### config.mk
export PLATFORM = sky130hd
export DESIGN_NAME = gmr_ram
export DESIGN_NICKNAME = d
export VERILOG_FILES = /design/src/rtl/gmr_ram.sv
export SDC_FILE = /design/constraint.sdc
export NUM_CORES = 2
export LEC_CHECK = 0
export BUFFER_PORTS_ARGS = -buffer_cell sky130_fd_sc_hd__buf_2
export CORE_ASPECT_RATIO = 1.25
export CORE_MARGIN = 2
export CORE_UTILIZATION = 28
export CTS_BUF_LIST = sky130_fd_sc_hd__clkbuf_8
export DETAILED_ROUTE_END_ITERATION = 6
export SLEW_MARGIN = 25
export SYNTH_ARGS = -nofsm -noshare
export SYNTH_HDL_FRONTEND = slang
export SYNTH_SLANG_ARGS = --single-unit
### constraint.sdc
create_clock -name clock -period 2.2 [get_ports clock]
set_input_delay 0 -clock clock [delete_from_list [all_inputs] [get_ports clock]]
set_output_delay 0 -clock clock [all_outputs]
set_load 0.01 [all_outputs]
### src/rtl/gmr_ram.sv
// Generic single-write, single-read RAM with registered read data.
module gmr_ram #(
   parameter int WIDTH = 8,
   parameter int DEPTH = 256
) (
   input  logic                     clock,
   input  logic                     we,
   input  logic [$clog2(DEPTH)-1:0] waddr,
   input  logic [WIDTH-1:0]         wdata,
   input  logic [$clog2(DEPTH)-1:0] raddr,
   output logic [WIDTH-1:0]         rdata
);
   logic [WIDTH-1:0] mem [DEPTH];

   always_ff @(posedge clock) begin
      if (we) begin
         mem[waddr] <= wdata;
      end
      rdata <= mem[raddr];
   end
endmodule

==> run summary <==
Crit path capture type -> flop
Seq/Total Area, Yosys -> 77.50%
Crit-path max FO -> 1
Status -> finished with violations
Slowest library cell on the worst path -> mux4_2
RePlAce Congestion -> 0.8347
Total clock sinks -> 2056
Min Tclk post-route -> 2.260 ns
Biggest cell delay along the critical path -> 0.57 ns
DRC violations left -> 0
Starting density of the core -> 28.18%
Setup Viol. Count Final -> 5
CTS buffer count -> 294
DIE WIDTH -> 480.8 um
Global route overflow -> 0
Rel. slew slack -> 43.44%
Vias -> 41230
Placed Instances -> 8016
Critical-path cell list -> mux4_2 -> mux4_2 -> nor2b_2 -> nor4_4 -> nor4_1
Clk Latency, worst-skew pair -> 0.93 ns
Mapped Nets -> 3759
Multi-input combinational cell area -> 16940 sq um
Power per cell area -> 795.6 nW/um^2
Vert. Die Dim -> 600.0 um
Pins Over Slew Limit -> 0
Mapped cell area -> 79560 sq um
Initial drt markers -> 4041
FP Rows -> 218
1st-pass router iterations -> 5
Layout cells sized above 1 -> 34.78%
CP Capture Point -> rdata[4]
Vias per inst -> 4.823
IO Pins -> 34
Pre-CTS setup slack -> -1.118 ns
Wire length of the first global-routing pass -> 303400 um
Fin. Hold Viols -> 0
H-tree levels -> 5
Unique masters post-synth -> 55
Core area -> 282300 sq um
Most frequent cells in the layout -> edfxtp_1, buf_4, mux4_2, clkbuf_8, nor2_1
Total GRT Usage -> 14.36%
Post-Syn Instances -> 3733
Req. time, crit path -> 3.01 ns
Max VDD drop -> 444.2 uV
Fill cells -> 26420
Final core utilization -> 33.85%
Period Utilization, post-route -> 102.7%
Setup slack, reg-to-reg -> -0.06 ns
PortBufs -> 33
Slew @ Worst Pin -> 0.8484 ns
P_leak -> 30.70 nW
Ys Warns -> 0
CP arrival -> 3.07 ns
Reg-to-reg endpoint -> rdata[4]
Worst reg2reg path depth -> 5
Area Overhead vs Synth -> 20.13%
Max Clock Skew -> 0.06192 ns
Die ar. -> 288400 sq um
Clk root buf -> clkbuf_8
Tightest Hold Check Type -> in2reg
Nets@finish -> 4613
Initial antenna violation count -> 12
Most frequent CP cell -> mux4_2
Failing checks -> negative setup slack
Avg Inst Size Synth -> 21.31 sq um
Layout Cells excl Fill -> 8549
Unrepaired setup endpoints after global routing -> true
Reg2reg start -> mem[83][4]
Largest net degree at the start of global routing -> 97
Final hold slack -> 0.07153 ns
CTS tree -> built
Routed Antenna Nets -> 0
Register cell area after layout -> 61660 sq um
Startpoint Class -> flop
Critical path type -> reg2reg
Most common cell after layout, fill and taps aside -> edfxtp_1
Max_cap viols -> 0
Clock transition at path regs -> 0.07 ns
Max Buffers Root-to-Sink -> 4
Final WL -> 210500 um
Vias in the first global route -> 42550
Final WS setup -> -0.05988 ns
Wire per inst -> 24.62 um
HPWL Detailed -> 139700 um
Tot Pwr -> 76.04 mW
Post-synthesis register bit count -> 2056
Critical path origin -> mem[83][4]
FMAX -> 442.5 MHz
==> worst min-delay path by stage <==
stage	startpoint	end	slack (ns)	depth (start not counted)
after floorplan	wdata[0]	mem[0][0]	0.1	0
after global placement	wdata[1]	mem[196][1]	0.40	1
after detailed placement	wdata[1]	mem[197][1]	0.39	1
after CTS	wdata[5]	mem[246][5]	0.02	2
after global routing	wdata[5]	mem[245][5]	0.05	2
final	wdata[5]	mem[246][5]	0.07	2
==> synthesized netlist by cell type (all sizes together) <==
cell | n | area, sq um
a2111oi | 5 | 52.55
a211oi | 16 | 120.1
a21boi | 1 | 7.510
a21oi | 96 | 480.5
a221oi | 14 | 128.9
a22o | 8 | 70.07
a22oi | 133 | 998.5
a311oi | 2 | 17.52
a31oi | 2 | 12.51
and2 | 6 | 37.54
and3 | 1 | 6.260
and3b | 2 | 17.52
buf | 122 | 1032
clkbuf | 111 | 416.7
clkinv | 1 | 3.750
dfxtp | 8 | 160.2
edfxtp | 2048 | 61500
inv | 1 | 3.750
mux2 | 1 | 11.26
mux2i | 134 | 1341
mux4 | 456 | 10280
nand2 | 33 | 123.9
nand2b | 8 | 50.05
nand3 | 34 | 170.2
nand3b | 2 | 15.01
nand4 | 10 | 62.56
nor2 | 282 | 1059
nor2b | 31 | 193.9
nor3 | 22 | 110.1
nor3b | 1 | 7.510
nor4 | 27 | 187.7
nor4b | 1 | 8.760
o211ai | 10 | 75.07
o21ai | 12 | 60.06
o221ai | 47 | 417.9
o22a | 5 | 43.79
o22ai | 28 | 175.2
o311ai | 1 | 8.760
o32ai | 5 | 51.30
or2 | 4 | 25.02
or2b | 1 | 7.510
or3b | 1 | 8.760
==> final cells by class <==
type	count	area share [%]
well taps	3740	4.896
inverters	2	0.007855
clock buffers	304	4.378
flip-flops and latches	2056	64.51
repair buffers	791	7.308
multi-input cells	1442	17.72
clock inverters	201	1.139
diodes	13	0.03404
==> timing repair <==
item	4_1_cts	5_1_grt
pin swaps	14	19
resized for setup	53	25
hold buffers	21	0
endpoints found under the setup margin	8	12
hold endpoints to repair	2609	0
buffers inserted	0	0
==> metrics by stage <==
step / TNS, ns / instance area, sq um
2_1_floorplan: 0 / 79560
3_3_place_gp: -7.739 / 89660
3_5_place_dp: -6.984 / 89680
4_1_cts: -0.5540 / 95460
5_1_grt: -0.5132 / 95560
6_report: -0.1674 / 95570
==> state kept, by name (all words and copies together) (netlist names) <==
name / count
mem: 2048
rdata: 8
==> cells by family after synthesis <==
| logic type | after synthesis | share of synthesized area, % |
|---|---|---|
| multiplexers | 591 | 14.62 |
| flip-flops | 2056 | 77.50 |
| AND/OR/NAND/NOR | 466 | 2.628 |
| AO/OA/AOI/OAI | 385 | 3.419 |
| buffers and inverters | 235 | 1.831 |
==> power breakdown <==
| part | leakage (nW) | switching [mW] | internal [mW] |
|---|---|---|---|
| clock network | 3.02 | 14.2 | 13.8 |
| registers | 18.5 | 0.0966 | 43.2 |
| logic | 9.21 | 2.82 | 1.96 |
| total | 30.7 | 17.1 | 58.9 |
==> routing by layer <==
metal  routed length [um]  vias to the layer above  GRT usage [%]  share of wire, %
li1                     -                    17400              -                 -
met1                78550                    21880          17.21                37
met2               110300                     1554          25.59                52
met3                12990                      393          2.218               6.2
met4                 8636                        0          5.964               4.1
met5                    0                        -              0                 0
==> worst max-delay path: cells and delay by family, from the launching register on <==
family / cells / cell delay, ns
DFF: 1 / 0.37
muxes: 2 / 1.07
and+or+nand+nor: 3 / 0.70
Note: power is estimated with default switching activity, not from simulation.
